### src/rtl/core/access_heat_counter_decay_defines.svh
// ---------------------------------------------------------------------------
// Access heat counter - assertion macros
// Clocked assertion helpers; they expect clk and rst_n in scope and expand
// to nothing in synthesis.
// ---------------------------------------------------------------------------
`ifndef ACCESS_HEAT_COUNTER_DECAY_DEFINES_SVH
`define ACCESS_HEAT_COUNTER_DECAY_DEFINES_SVH

`ifndef SYNTHESIS
`define AHC_ASSERT_NOW(lbl, ante, cons) \
    lbl: assert property (@(posedge clk) disable iff (!rst_n) (ante) |-> (cons)) \
        else $error("ahc assertion failed");
`define AHC_ASSERT_NEXT(lbl, ante, cons) \
    lbl: assert property (@(posedge clk) disable iff (!rst_n) (ante) |=> (cons)) \
        else $error("ahc assertion failed");
`else
`define AHC_ASSERT_NOW(lbl, ante, cons)
`define AHC_ASSERT_NEXT(lbl, ante, cons)
`endif

`endif

### src/rtl/core/ahc_pkg.sv
// ---------------------------------------------------------------------------
// Access heat counter - package
// Mode codes, write source codes, controller/datapath structs and the decay
// function shared by the block.
// ---------------------------------------------------------------------------
`timescale 1ns / 1ps

package ahc_pkg;

    localparam logic [1:0] MODE_ACCESS = 2'd0;
    localparam logic [1:0] MODE_QUERY  = 2'd1;
    localparam logic [1:0] MODE_DECAY  = 2'd2;

    localparam logic [1:0] WR_ITEM  = 2'd0;
    localparam logic [1:0] WR_DECAY = 2'd1;
    localparam logic [1:0] WR_ZERO  = 2'd2;

    typedef struct packed {
        logic       capture;
        logic       rd_en;
        logic       rd_sweep;
        logic       wr_en;
        logic [1:0] wr_src;
        logic       sweep_clear;
        logic       sweep_step;
        logic       out_load;
    } ahc_cmd_t;

    typedef struct packed {
        logic sweep_last;
        logic out_free;
    } ahc_status_t;

    // v - ceil(v/16)
    function automatic logic [31:0] decayed(input logic [31:0] v);
        logic [31:0] cut;
        cut = {4'd0, v[31:4]} + {31'd0, |v[3:0]};
        return v - cut;
    endfunction

endpackage

### src/rtl/core/ahc_ctrl.sv
// ---------------------------------------------------------------------------
// Access heat counter - controller
// Sequences the clearing pass, access/query read-modify-write, decay sweep
// and result hand-off.
// ---------------------------------------------------------------------------
`timescale 1ns / 1ps
`include "access_heat_counter_decay_defines.svh"

module ahc_ctrl
(
    input  logic                 clk,
    input  logic                 rst_n,
    input  logic                 in_valid,
    input  logic [1:0]           mode,
    output logic                 in_ready,
    input  ahc_pkg::ahc_status_t status,
    output ahc_pkg::ahc_cmd_t    cmd
);

    localparam logic [2:0] S_CLEAR = 3'd0;
    localparam logic [2:0] S_IDLE  = 3'd1;
    localparam logic [2:0] S_EXEC  = 3'd2;
    localparam logic [2:0] S_DRD   = 3'd3;
    localparam logic [2:0] S_DWR   = 3'd4;
    localparam logic [2:0] S_DONE  = 3'd5;

    logic [2:0] state_reg;
    logic [2:0] state_next;
    logic       in_fire;

    assign in_ready = (state_reg == S_IDLE);
    assign in_fire  = in_valid && in_ready;

    always_comb
    begin
        state_next = state_reg;
        cmd        = '0;
        cmd.wr_src = ahc_pkg::WR_ITEM;
        unique case (state_reg)
            S_CLEAR:
            begin
                cmd.wr_en  = 1'b1;
                cmd.wr_src = ahc_pkg::WR_ZERO;
                if (status.sweep_last)
                begin
                    cmd.sweep_clear = 1'b1;
                    state_next      = S_IDLE;
                end
                else
                begin
                    cmd.sweep_step = 1'b1;
                end
            end
            S_IDLE:
            begin
                if (in_valid)
                begin
                    cmd.capture = 1'b1;
                    cmd.rd_en   = 1'b1;
                    state_next  = (mode == ahc_pkg::MODE_DECAY) ? S_DRD : S_EXEC;
                end
            end
            S_EXEC:
            begin
                // write back and present the result together, once
                if (status.out_free)
                begin
                    cmd.wr_en    = 1'b1;
                    cmd.out_load = 1'b1;
                    state_next   = S_IDLE;
                end
            end
            S_DRD:
            begin
                cmd.rd_en    = 1'b1;
                cmd.rd_sweep = 1'b1;
                state_next   = S_DWR;
            end
            S_DWR:
            begin
                cmd.wr_en  = 1'b1;
                cmd.wr_src = ahc_pkg::WR_DECAY;
                if (status.sweep_last)
                begin
                    cmd.sweep_clear = 1'b1;
                    state_next      = S_DONE;
                end
                else
                begin
                    cmd.sweep_step = 1'b1;
                    state_next     = S_DRD;
                end
            end
            S_DONE:
            begin
                if (status.out_free)
                begin
                    cmd.out_load = 1'b1;
                    state_next   = S_IDLE;
                end
            end
            default:
            begin
                state_next = S_CLEAR;
            end
        endcase
    end

    always_ff @(posedge clk or negedge rst_n)
    begin
        if (!rst_n)
        begin
            state_reg <= S_CLEAR;
        end
        else
        begin
            state_reg <= state_next;
        end
    end

    `AHC_ASSERT_NEXT(a_item_to_exec, in_fire && mode != ahc_pkg::MODE_DECAY, state_reg == S_EXEC)
    `AHC_ASSERT_NEXT(a_decay_to_sweep, in_fire && mode == ahc_pkg::MODE_DECAY, state_reg == S_DRD)
    `AHC_ASSERT_NOW(a_no_result_overrun, cmd.out_load, status.out_free)
    `AHC_ASSERT_NOW(a_write_follows_read, state_reg == S_DWR, $past(state_reg) == S_DRD)

endmodule

### config.mk
export PLATFORM = sky130hd
export DESIGN_NAME = ahc_ctrl
export DESIGN_NICKNAME = d
export VERILOG_FILES = /design/src/rtl/core/ahc_pkg.sv /design/src/rtl/core/ahc_ctrl.sv
export VERILOG_INCLUDE_DIRS = /design/src /design/src/rtl/core
export SDC_FILE = /design/constraint.sdc
export NUM_CORES = 1
export LEC_CHECK = 0
export BUFFER_PORTS_ARGS = -buffer_cell sky130_fd_sc_hd__clkbuf_2
export CORE_AREA = 4 4 41 43
export CTS_BUF_LIST = sky130_fd_sc_hd__clkbuf_8 sky130_fd_sc_hd__clkbuf_16
export DETAILED_ROUTE_END_ITERATION = 6
export DIE_AREA = 0 0 45 47
export SYNTH_ARGS = -nofsm -noshare
export SYNTH_HDL_FRONTEND = slang
export SYNTH_SLANG_ARGS = --single-unit
### constraint.sdc
create_clock -name clk -period 2.4 [get_ports clk]
set_clock_uncertainty 0.2 [all_clocks]
set_input_delay 0.24 -clock clk [delete_from_list [all_inputs] [get_ports clk]]
set_output_delay 0.24 -clock clk [all_outputs]
set_load 0.02 [all_outputs]
==> results.json, run 1 <==
{
  "worstSkewPairLatency_ns": 0.21,
  "globalRouteMet2Util_pct": 9.89,
  "synth_edf_count": 0,
  "tightest_slew_ns": 0.345,
  "largest_fanout_of_any_net_on_the_critical_path": 13,
  "cts_root_buf": "sky130_fd_sc_hd__clkbuf_8",
  "power_density_nw_per_um2": 1370,
  "start_util_pct": 20.2,
  "cp_slowest_cell": "sky130_fd_sc_hd__dfrtp_1",
  "worstPathArrival_ns": 1.45,
  "cp_startpoint_kind": "register",
  "yosys-top-cells-area": "sky130_fd_sc_hd__dfrtp_1 29%, sky130_fd_sc_hd__nor3_1 7.6%, sky130_fd_sc_hd__a211o_1 6.7%",
  "h-tree-depth": 1,
  "max_cap_viol_count": 0,
  "drt_pass1_iterations": 2,
  "worst_r2r_endpoint": "state_reg[1]$_DFFE_PN0P_",
  "worst_hold_endpoint": "state_reg[2]$_DFFE_PN0P_",
  "worst-r2r-setup-slack_ns": 0.93,
  "clk_path_buf_depth": 2,
  "drtIter0Drc": 3,
  "via_count": 295,
  "timing.critical_path.required_ns": 1.96,
  "die_h_um": 47,
  "finalSetupTns_ns": 0,
  "cp_num_buf_inv": 1,
  "crit_path_end_kind": "output pin",
  "finalSetupViolations": 0,
  "gp_congestion": 0.715,
  "drt-wirelength-per-cell_um": 11.0,
  "cts_inserted_buffers": 3,
  "fmaxAchievable_mhz": 529,
  "synth.cell_area_um2": 263,
  "synth_cell_type_count": 18,
  "synth_sequential_area_ratio_pct": 28.6,
  "detailed_place.area_um2": 340,
  "num_rows": 13,
  "io_pins": 17,
  "timing.critical_path.max_delay_family": "flip-flops",
  "largest_register_ffs": 3,
  "period_minus_slack_ns": 1.89,
  "synth-seq-cells": 3,
  "ys_async_sr_fraction_pct": 100,
  "detailedPlacementHpwl_um": 569,
  "cts_setup_buffers": 0,
  "final_max_slew_viol_count": 0,
  "period_share_pct": 78.7,
  "grt_use_met3_pct": 3.45,
  "criticalPathCategory": "register to output pin",
  "yosys.cell_count.top_type": "sky130_fd_sc_hd__nor3_1",
  "syn_inst": 33,
  "drt-vias-per-instance": 4.47,
  "avgSynthCellArea_um2": 7.96,
  "reg2reg_depth": 3,
  "area.growth.synth_to_final_pct": 50.5,
  "synth_area_leader_cell": "sky130_fd_sc_hd__dfrtp_1",
  "min-delay-path-class": "input port to register",
  "synth-warning-count": 0,
  "final_routed_drc_violation_total": 0,
  "grt-ovfl-total": 0,
  "met1_usage_pct": 10.5,
  "tritoncts": "yes",
  "fin_nets": 59,
  "grt_use_total_pct": 7.83,
  "antenna_cells_inserted": 0,
  "grt_busiest_layer": "met1",
  "mappedNetlistNets": 40,
  "ys_dominant_reg_cell": "sky130_fd_sc_hd__dfrtp_1",
  "design.die.area_um2": 2120,
  "buffer_ports.inserted": 16,
  "layout-drive-gt1-share_pct": 37.3,
  "hp_start": "status[1]",
  "hold-path-cell-count": 2,
  "final.fill_count": 151,
  "floorplan.core_area_um2": 1300,
  "number_of_global_route_vias_before_repair": 268,
  "max_stage_delay_ns": 0.53,
  "drt.antenna.violating_nets": 0,
  "netlist.area_leader.share_pct": 28.6,
  "power.static_leakage_nw": 0.217,
  "slew-limit-headroom_pct": 77.0,
  "numClockSinks": 3,
  "rsz0062_at_grt": "false",
  "critical_path.cell_chain": "or3b_1 -> a21boi_1 -> clkbuf_2",
  "synth_common_cells": "4 x sky130_fd_sc_hd__nor3_1, 3 x sky130_fd_sc_hd__dfrtp_1, 3 x sky130_fd_sc_hd__inv_1, 3 x sky130_fd_sc_hd__nor2_1",
  "finalHoldViolations": 0,
  "die_w_um": 45,
  "maximum_number_of_pins_on_one_net_before_global_route_repair": 14,
  "antenna_found_initial": 0,
  "vdd_ir_drop_max_mv": 0.598,
  "finalInstanceArea_um2": 395,
  "clkSlewWorstSetupHoldPaths_ns": 0.03,
  "route.final.wire_length_um": 726,
  "run_status": "complete, no violations",
  "r2r-start": "state_reg[1]$_DFFE_PN0P_",
  "grt_pass1_wl_um": 1190
}
[cell usage in the layout (no fill, tap or decap)]
master                           n
sky130_fd_sc_hd__a21boi_1        1
sky130_fd_sc_hd__nor3_1          4
sky130_fd_sc_hd__inv_1           4
sky130_fd_sc_hd__or2b_1          1
sky130_fd_sc_hd__dlygate4sd3_1   1
sky130_fd_sc_hd__or3b_1          1
sky130_fd_sc_hd__nor4bb_1        1
sky130_fd_sc_hd__clkbuf_8        3
sky130_fd_sc_hd__a211o_1         2
sky130_fd_sc_hd__and2_1          1
sky130_fd_sc_hd__a21oi_1         2
sky130_fd_sc_hd__clkbuf_2       16
sky130_fd_sc_hd__a311o_1         1
sky130_fd_sc_hd__nand3b_1        2
sky130_fd_sc_hd__o21ai_0         2
sky130_fd_sc_hd__nor2_1          3
sky130_fd_sc_hd__nand2b_1        2
sky130_fd_sc_hd__nor4b_1         1
sky130_fd_sc_hd__dfrtp_1         3
[cells by family (layout without fill, tap and decap cells)]
logic type / after synthesis / after routing / synth area share [%]
AND/OR/NAND/NOR: 16 / 16 / 38.1
AO/OA/AOI/OAI: 8 / 8 / 21.0
buffers and inverters: 6 / 24 / 12.4
flip-flops: 3 / 3 / 28.6
[final cells by class]
| cell class | count | area (µm²) | share of cell area (%) |
|---|---|---|---|
| multi-input cells | 24 | 155 | 39.2 |
| repair buffers | 17 | 90.1 | 22.8 |
| flip-flops and latches | 3 | 75.1 | 19.0 |
| clock buffers | 3 | 41.3 | 10.4 |
| well taps | 15 | 18.8 | 4.75 |
| inverters | 3 | 11.3 | 2.85 |
| clock inverters | 1 | 3.75 | 0.949 |
[per-layer routing]
metal	vias up	share of wire, %
met5	-	0
met4	0	0.55
met3	2	12
met2	15	38
met1	124	50
li1	154	-
[what timing repair did]
item	CTS	global route
hold endpoints to repair	3	0
hold buffers	1	0
endpoints found under the setup margin	0	0
resized for setup	0	0
[report_power, final]
part	internal (mW)	switching (mW)	total, mW
Combinational	0.111	0.164	0.275
Clock	0.109	0.0323	0.141
Sequential	0.0702	0.0545	0.125
[through the flow]
stage / util, % / hold slack (ns) / setup slack (ns) / power, mW / instances
final: 30.4 / 0.113 / 0.511 / 0.541 / 66
after global routing: 30.4 / 0.137 / 0.429 / 0.583 / 66
after CTS: 30.4 / 0.112 / 0.506 / 0.547 / 66
after detailed placement: 26.2 / -0.154 / 0.734 / 0.400 / 61
after global placement: 26.2 / -0.158 / 0.782 / 0.394 / 61
after floorplan: - / -0.256 / 0.724 / 0.332 / 33
[how the worst max path moves through the flow]
stage	cells after the start	end	start	slack, ns
floorplan	3	cmd[0]	state_reg[0]$_DFFE_PN0P_	0.72
global placement	3	cmd[0]	state_reg[1]$_DFFE_PN0P_	0.78
detailed placement	3	cmd[0]	state_reg[1]$_DFFE_PN0P_	0.73
CTS	3	cmd[0]	state_reg[1]$_DFFE_PN0P_	0.51
global route	3	cmd[0]	state_reg[1]$_DFFE_PN0P_	0.43
finish	3	cmd[0]	state_reg[1]$_DFFE_PN0P_	0.51
Power figures use the tool's default switching activity.
==> run 2: changes to the inputs <==
Settings changed: ABC_AREA from default to 1.
Clock period 2.4 ns to 1.9 ns, I/O delays scaled along.
==> run 2 against run 1 <==
  * Via count grew 26%
  * Sequential power up 13%
  * Register-to-register slack got worse by 0.40 ns
  * Combinational power increased by 96%
  * Critical path type unchanged
  * Highest routed layer is now met3
==> results.json, run 2 <==
{
  "fmaxAchievable_mhz": 605,
  "cts_setup_buffers": 0,
  "numClockSinks": 3,
  "hp_start": "status[1]",
  "final_max_slew_viol_count": 0,
  "clkSlewWorstSetupHoldPaths_ns": 0.03,
  "timing.critical_path.required_ns": 1.51,
  "number_of_global_route_vias_before_repair": 351,
  "slew-limit-headroom_pct": 84.0,
  "gp_congestion": 0.752,
  "finalSetupViolations": 0,
  "final_routed_drc_violation_total": 0,
  "clk_path_buf_depth": 2,
  "reg2reg_depth": 6,
  "antenna_found_initial": 0,
  "drtIter0Drc": 3,
  "mappedNetlistNets": 60,
  "hold-path-cell-count": 5,
  "drt-vias-per-instance": 4.17,
  "max_cap_viol_count": 0,
  "cts_root_buf": "sky130_fd_sc_hd__clkbuf_8",
  "r2r-start": "state_reg[1]$_DFFE_PN0P_",
  "area.growth.synth_to_final_pct": 50.2,
  "power.static_leakage_nw": 0.296,
  "grt-ovfl-total": 0,
  "grt_use_total_pct": 8.47,
  "tightest_slew_ns": 0.240,
  "ys_async_sr_fraction_pct": 100,
  "rsz0062_at_grt": "false",
  "startpoint": "state_reg[2]$_DFFE_PN0P_",
  "antenna_cells_inserted": 0,
  "largest_register_ffs": 3,
  "finalHoldViolations": 0,
  "cp_startpoint_kind": "register",
  "finalSetupTns_ns": 0,
  "h-tree-depth": 1,
  "detailed_place.area_um2": 405,
  "io_pins": 17,
  "route.final.wire_length_um": 746,
  "start_util_pct": 23.6,
  "critical_path.cell_chain": "nor2_2 -> nand2_1 -> nor2_1 -> clkbuf_2",
  "min-delay-path-class": "input port to register",
  "max_stage_delay_ns": 0.45,
  "finalInstanceArea_um2": 460,
  "maximum_number_of_pins_on_one_net_before_global_route_repair": 8,
  "yosys-top-cells-area": "sky130_fd_sc_hd__dfrtp_1 24%, sky130_fd_sc_hd__nand2_1 22%, sky130_fd_sc_hd__inv_1 11%",
  "detailedPlacementHpwl_um": 622,
  "final.fill_count": 165,
  "synth_sequential_area_ratio_pct": 24.5,
  "die_h_um": 47,
  "fin_nets": 82,
  "vdd_ir_drop_max_mv": 0.687,
  "layout-drive-gt1-share_pct": 37.8,
  "run_status": "complete, no violations",
  "synth-warning-count": 0,
  "synth_area_leader_cell": "sky130_fd_sc_hd__dfrtp_1",
  "mostFrequentLayoutCell": "sky130_fd_sc_hd__nand2_1",
  "worst-r2r-setup-slack_ns": 0.53,
  "drt-wirelength-per-cell_um": 8.38,
  "drt.antenna.violating_nets": 0,
  "grt_pass1_wl_um": 1310,
  "synth_common_cells": "18 x sky130_fd_sc_hd__nand2_1, 9 x sky130_fd_sc_hd__inv_1, 6 x sky130_fd_sc_hd__nor2_1",
  "design.die.area_um2": 2120,
  "worst_r2r_endpoint": "state_reg[0]$_DFFE_PN0P_",
  "crit_path_end_kind": "output pin",
  "via_count": 371,
  "worstSkewPairLatency_ns": 0.21,
  "avgSynthCellArea_um2": 5.78,
  "worst_setup_path_endpoint": "cmd[8]",
  "synth.cell_area_um2": 307,
  "floorplan.core_area_um2": 1300,
  "synth-seq-cells": 3,
  "yosys.cell_count.top_type": "sky130_fd_sc_hd__nand2_1",
  "worstPathArrival_ns": 1.26,
  "num_rows": 13,
  "finish.utilization_pct": 35.4,
  "netlist.area_leader.share_pct": 24.5,
  "ys_dominant_reg_cell": "sky130_fd_sc_hd__dfrtp_1",
  "drt_pass1_iterations": 4,
  "final_cell_mix": "18 x sky130_fd_sc_hd__nand2_1, 16 x sky130_fd_sc_hd__clkbuf_2, 10 x sky130_fd_sc_hd__inv_1",
  "power_density_nw_per_um2": 1870,
  "cp_slowest_cell": "sky130_fd_sc_hd__dfrtp_1",
  "buffer_ports.inserted": 16,
  "criticalPathCategory": "register to output pin",
  "period_minus_slack_ns": 1.65,
  "cts_inserted_buffers": 3,
  "syn_inst": 53,
  "period_share_pct": 87.0,
  "largest_fanout_of_any_net_on_the_critical_path": 7,
  "synth_cell_type_count": 14,
  "synth_edf_count": 0,
  "tritoncts": "yes",
  "die_w_um": 45
}
run 2: how the worst min path moves through the flow:
stage	end	slack [ns]
final	state_reg[2]$_DFFE_PN0P_	0.10
after global routing	state_reg[2]$_DFFE_PN0P_	0.14
after CTS	state_reg[0]$_DFFE_PN0P_	0.1
after detailed placement	state_reg[0]$_DFFE_PN0P_	-0.21
after global placement	state_reg[2]$_DFFE_PN0P_	-0.21
after floorplan	state_reg[0]$_DFFE_PN0P_	-0.31
run 2: what timing repair did:
action | 4_1_cts | 5_1_grt
hold buffers | 1 | 0
resized for setup | 0 | 0
endpoints found under the hold margin | 3 | 0
run 2: routing by layer:
layer  GRT usage [%]  vias up  share of wire (%)
met1            10.1      162                 47
met3            1.15        0                5.1
met4            7.02        0                  0
met2            13.6        7                 48
met5               0        -                  0
li1                -      202                  -
run 2: logic make-up after synthesis:
kind of cell / after synthesis / synth area share (%)
simple gates: 35 / 55.9
buf+inv: 12 / 14.7
compound gates: 3 / 4.89
flops: 3 / 24.5
run 2: metrics by stage:
step	setup slack [ns]	total power [mW]	hold WS, ns	cells
final	0.248	0.859	0.102	89
after global routing	0.0955	0.949	0.140	89
after CTS	0.238	0.871	0.0962	89
after detailed placement	0.469	0.684	-0.212	84
after global placement	0.478	0.681	-0.212	84
after floorplan	0.435	0.538	-0.306	53
run 2: cell type report:
cell class                      count  area (µm²)  share of cell area (%)
Timing Repair Buffer               17        90.1                    19.6
Multi-Input combinational cell     38         186                    40.5
Clock inverter                      1        3.75                   0.815
Inverter                           12        45.0                    9.78
Tap cell                           15        18.8                    4.08
Sequential cell                     3        75.1                    16.3
Clock buffer                        3        41.3                    8.97
run 2: power breakdown:
part	internal, mW	switching (mW)	total [mW]	leakage [nW]
clock	0.137	0.0409	0.178	0.0269
sequential	0.0944	0.0469	0.141	0.0374
combinational	0.175	0.364	0.539	0.232
total	0.407	0.452	0.859	0.296
run 2: critical path, delay by kind of cell, from the launching register on:
family / cells / cell delay, ns
simple gates: 3 / 0.42
flops: 1 / 0.45
buf+inv: 1 / 0.17
==> run 3: changes to the inputs <==
Settings changed: BUFFER_PORTS_ARGS -buffer_cell sky130_fd_sc_hd__clkbuf_2 to -buffer_cell sky130_fd_sc_hd__buf_2.
==> run 3 against run 2 <==
  * Hold slack worse by 0.011 ns
  * Wire length down 0.94%
  * Clock power about the same
  * Design area unchanged
  * Die area unchanged
  * Sequential share of layout area unchanged
  * Maximum frequency up 1.0%
  * Global-route usage down 0.63 points
  * Combinational power about the same
  * Via count down 1.1%
  * Critical path type unchanged
  * Largest cell class unchanged
  * Largest power group unchanged
==> results.json, run 3 (synthesis results as in run 2) <==
{
  "run_status": "complete, no violations",
  "grt-ovfl-total": 0,
  "critical_path.cell_chain": "nor2_2 -> nand2_1 -> nor2_1 -> buf_2",
  "cts_inserted_buffers": 3,
  "sw_ratio_pct": 52.1,
  "worstPathArrival_ns": 1.25,
  "tightest_slew_ns": 0.236,
  "final_max_slew_viol_count": 0,
  "num_rows": 13,
  "cts_setup_buffers": 0,
  "finalHoldViolations": 0,
  "number_of_global_route_vias_before_repair": 327,
  "internal_power_mw": 0.408,
  "clkSlewWorstSetupHoldPaths_ns": 0.03,
  "criticalPathCategory": "register to output pin",
  "largest_register_ffs": 3,
  "drt_pass1_iterations": 3,
  "drt.antenna.violating_nets": 0,
  "route.final.wire_length_um": 739,
  "worstSkewPairLatency_ns": 0.21,
  "largest_fanout_of_any_net_on_the_critical_path": 7,
  "fmaxAchievable_mhz": 611,
  "final.fill_count": 156,
  "die_h_um": 47,
  "antenna_found_initial": 0,
  "drt-vias-per-instance": 4.12,
  "min-delay-path-class": "input port to register",
  "crit_path_end_kind": "output pin",
  "max_stage_delay_ns": 0.45,
  "mostFrequentLayoutCell": "sky130_fd_sc_hd__nand2_1",
  "cts_root_buf": "sky130_fd_sc_hd__clkbuf_8",
  "comb_power_share_pct": 62.8,
  "layout-drive-gt1-share_pct": 37.8,
  "switching_power_mw": 0.445,
  "h-tree-depth": 1,
  "grt_pass1_wl_um": 1210,
  "numClockSinks": 3,
  "period_minus_slack_ns": 1.64,
  "power_density_nw_per_um2": 1850,
  "antenna_cells_inserted": 0,
  "max_cap_viol_count": 0,
  "io_pins": 17,
  "power.static_leakage_nw": 0.299,
  "reg2reg_depth": 6,
  "buffer_ports.inserted": 16,
  "detailedPlacementHpwl_um": 628,
  "area.growth.synth_to_final_pct": 50.2,
  "power.total_mw": 0.853,
  "hold-path-cell-count": 5,
  "final_cell_mix": "18 x sky130_fd_sc_hd__nand2_1, 16 x sky130_fd_sc_hd__buf_2, 10 x sky130_fd_sc_hd__inv_1",
  "maximum_number_of_pins_on_one_net_before_global_route_repair": 8,
  "clock_share_of_power_pct": 20.8,
  "drtIter0Drc": 6,
  "start_util_pct": 23.6,
  "period_share_pct": 86.1,
  "gp_congestion": 0.751,
  "final_routed_drc_violation_total": 0,
  "die_w_um": 45,
  "via_count": 367,
  "finish.utilization_pct": 35.4,
  "drt-wirelength-per-cell_um": 8.30,
  "floorplan.core_area_um2": 1300,
  "cts_resized": 0,
  "finalSetupViolations": 0,
  "timing.critical_path.required_ns": 1.51,
  "cts_hold_buf": 1,
  "fin_nets": 82,
  "slew-limit-headroom_pct": 84.3,
  "design.die.area_um2": 2120,
  "clk_path_buf_depth": 2,
  "tritoncts": "yes",
  "vdd_ir_drop_max_mv": 0.807,
  "rsz0062_at_grt": "false",
  "power.sequential.fraction_pct": 16.4,
  "finalSetupTns_ns": 0,
  "cp_slowest_cell": "sky130_fd_sc_hd__dfrtp_1",
  "cp_startpoint_kind": "register",
  "grt_use_total_pct": 7.84
}
==> run 3: changes by cell type in the layout (fill, tap and decap cells not counted) <==
cell | before | now
sky130_fd_sc_hd__buf_2 | 0 | 16
sky130_fd_sc_hd__clkbuf_2 | 16 | 0
==> run 3: power by group through the flow <==
| stage | Sequential (mW) | Combinational (mW) | Clock [mW] |
|---|---|---|---|
| 2_1_floorplan | 0.131 | 0.407 | 0 |
| 3_3_place_gp | 0.139 | 0.541 | 0 |
| 3_5_place_dp | 0.140 | 0.544 | 0 |
| 4_1_cts | 0.139 | 0.547 | 0.183 |
| 5_1_grt | 0.151 | 0.607 | 0.189 |
| 6_report | 0.140 | 0.536 | 0.177 |
==> run 3: per-layer routing <==
| metal | routed length (µm) | vias up | track usage (%) |
|---|---|---|---|
| li1 | - | 201 | - |
| met1 | 330 | 159 | 9.61 |
| met2 | 364 | 7 | 12.4 |
| met3 | 44 | 0 | 1.53 |
| met4 | 0 | 0 | 5.26 |
| met5 | 0 | - | 0 |
==> run 3: final timing paths <==
kind	startpoint	to	slack, ns
hold reg to reg	state_reg[0]$_DFFE_PN0P_	state_reg[0]$_DFFE_PN0P_	0.36
hold / removal	status[1]	state_reg[2]$_DFFE_PN0P_	0.09
setup reg to reg	state_reg[1]$_DFFE_PN0P_	state_reg[0]$_DFFE_PN0P_	0.54
min in group asynchronous	rst_n	state_reg[2]$_DFFE_PN0P_	0.10
setup / recovery	state_reg[2]$_DFFE_PN0P_	cmd[8]	0.26
max in group asynchronous	rst_n	state_reg[0]$_DFFE_PN0P_	1.30
==> run 3: final cells by class <==
type / count / area [µm²] / share of cell area [%]
Clock buffer: 3 / 41.3 / 8.97
Timing Repair Buffer: 17 / 90.1 / 19.6
Multi-Input combinational cell: 38 / 186 / 40.5
Sequential cell: 3 / 75.1 / 16.3
Clock inverter: 1 / 3.75 / 0.815
Inverter: 12 / 45.0 / 9.78
Tap cell: 15 / 18.8 / 4.08
==> run 3: through the flow <==
stage                     cells  setup WS, ns  cell area (µm²)  hold slack, ns
after floorplan              53         0.435              307          -0.306
after global placement       84         0.491              405          -0.214
after global routing         89         0.130              460           0.108
after detailed placement     84         0.481              405          -0.213
final                        89         0.264              460          0.0911
after CTS                    89         0.251              460          0.0906
==> run 3: worst max-delay path: cells and delay by family (launching register included) <==
kind	cells	cell delay (ns)
AND/OR/NAND/NOR	3	0.43
buffers and inverters	1	0.16
flip-flops	1	0.45
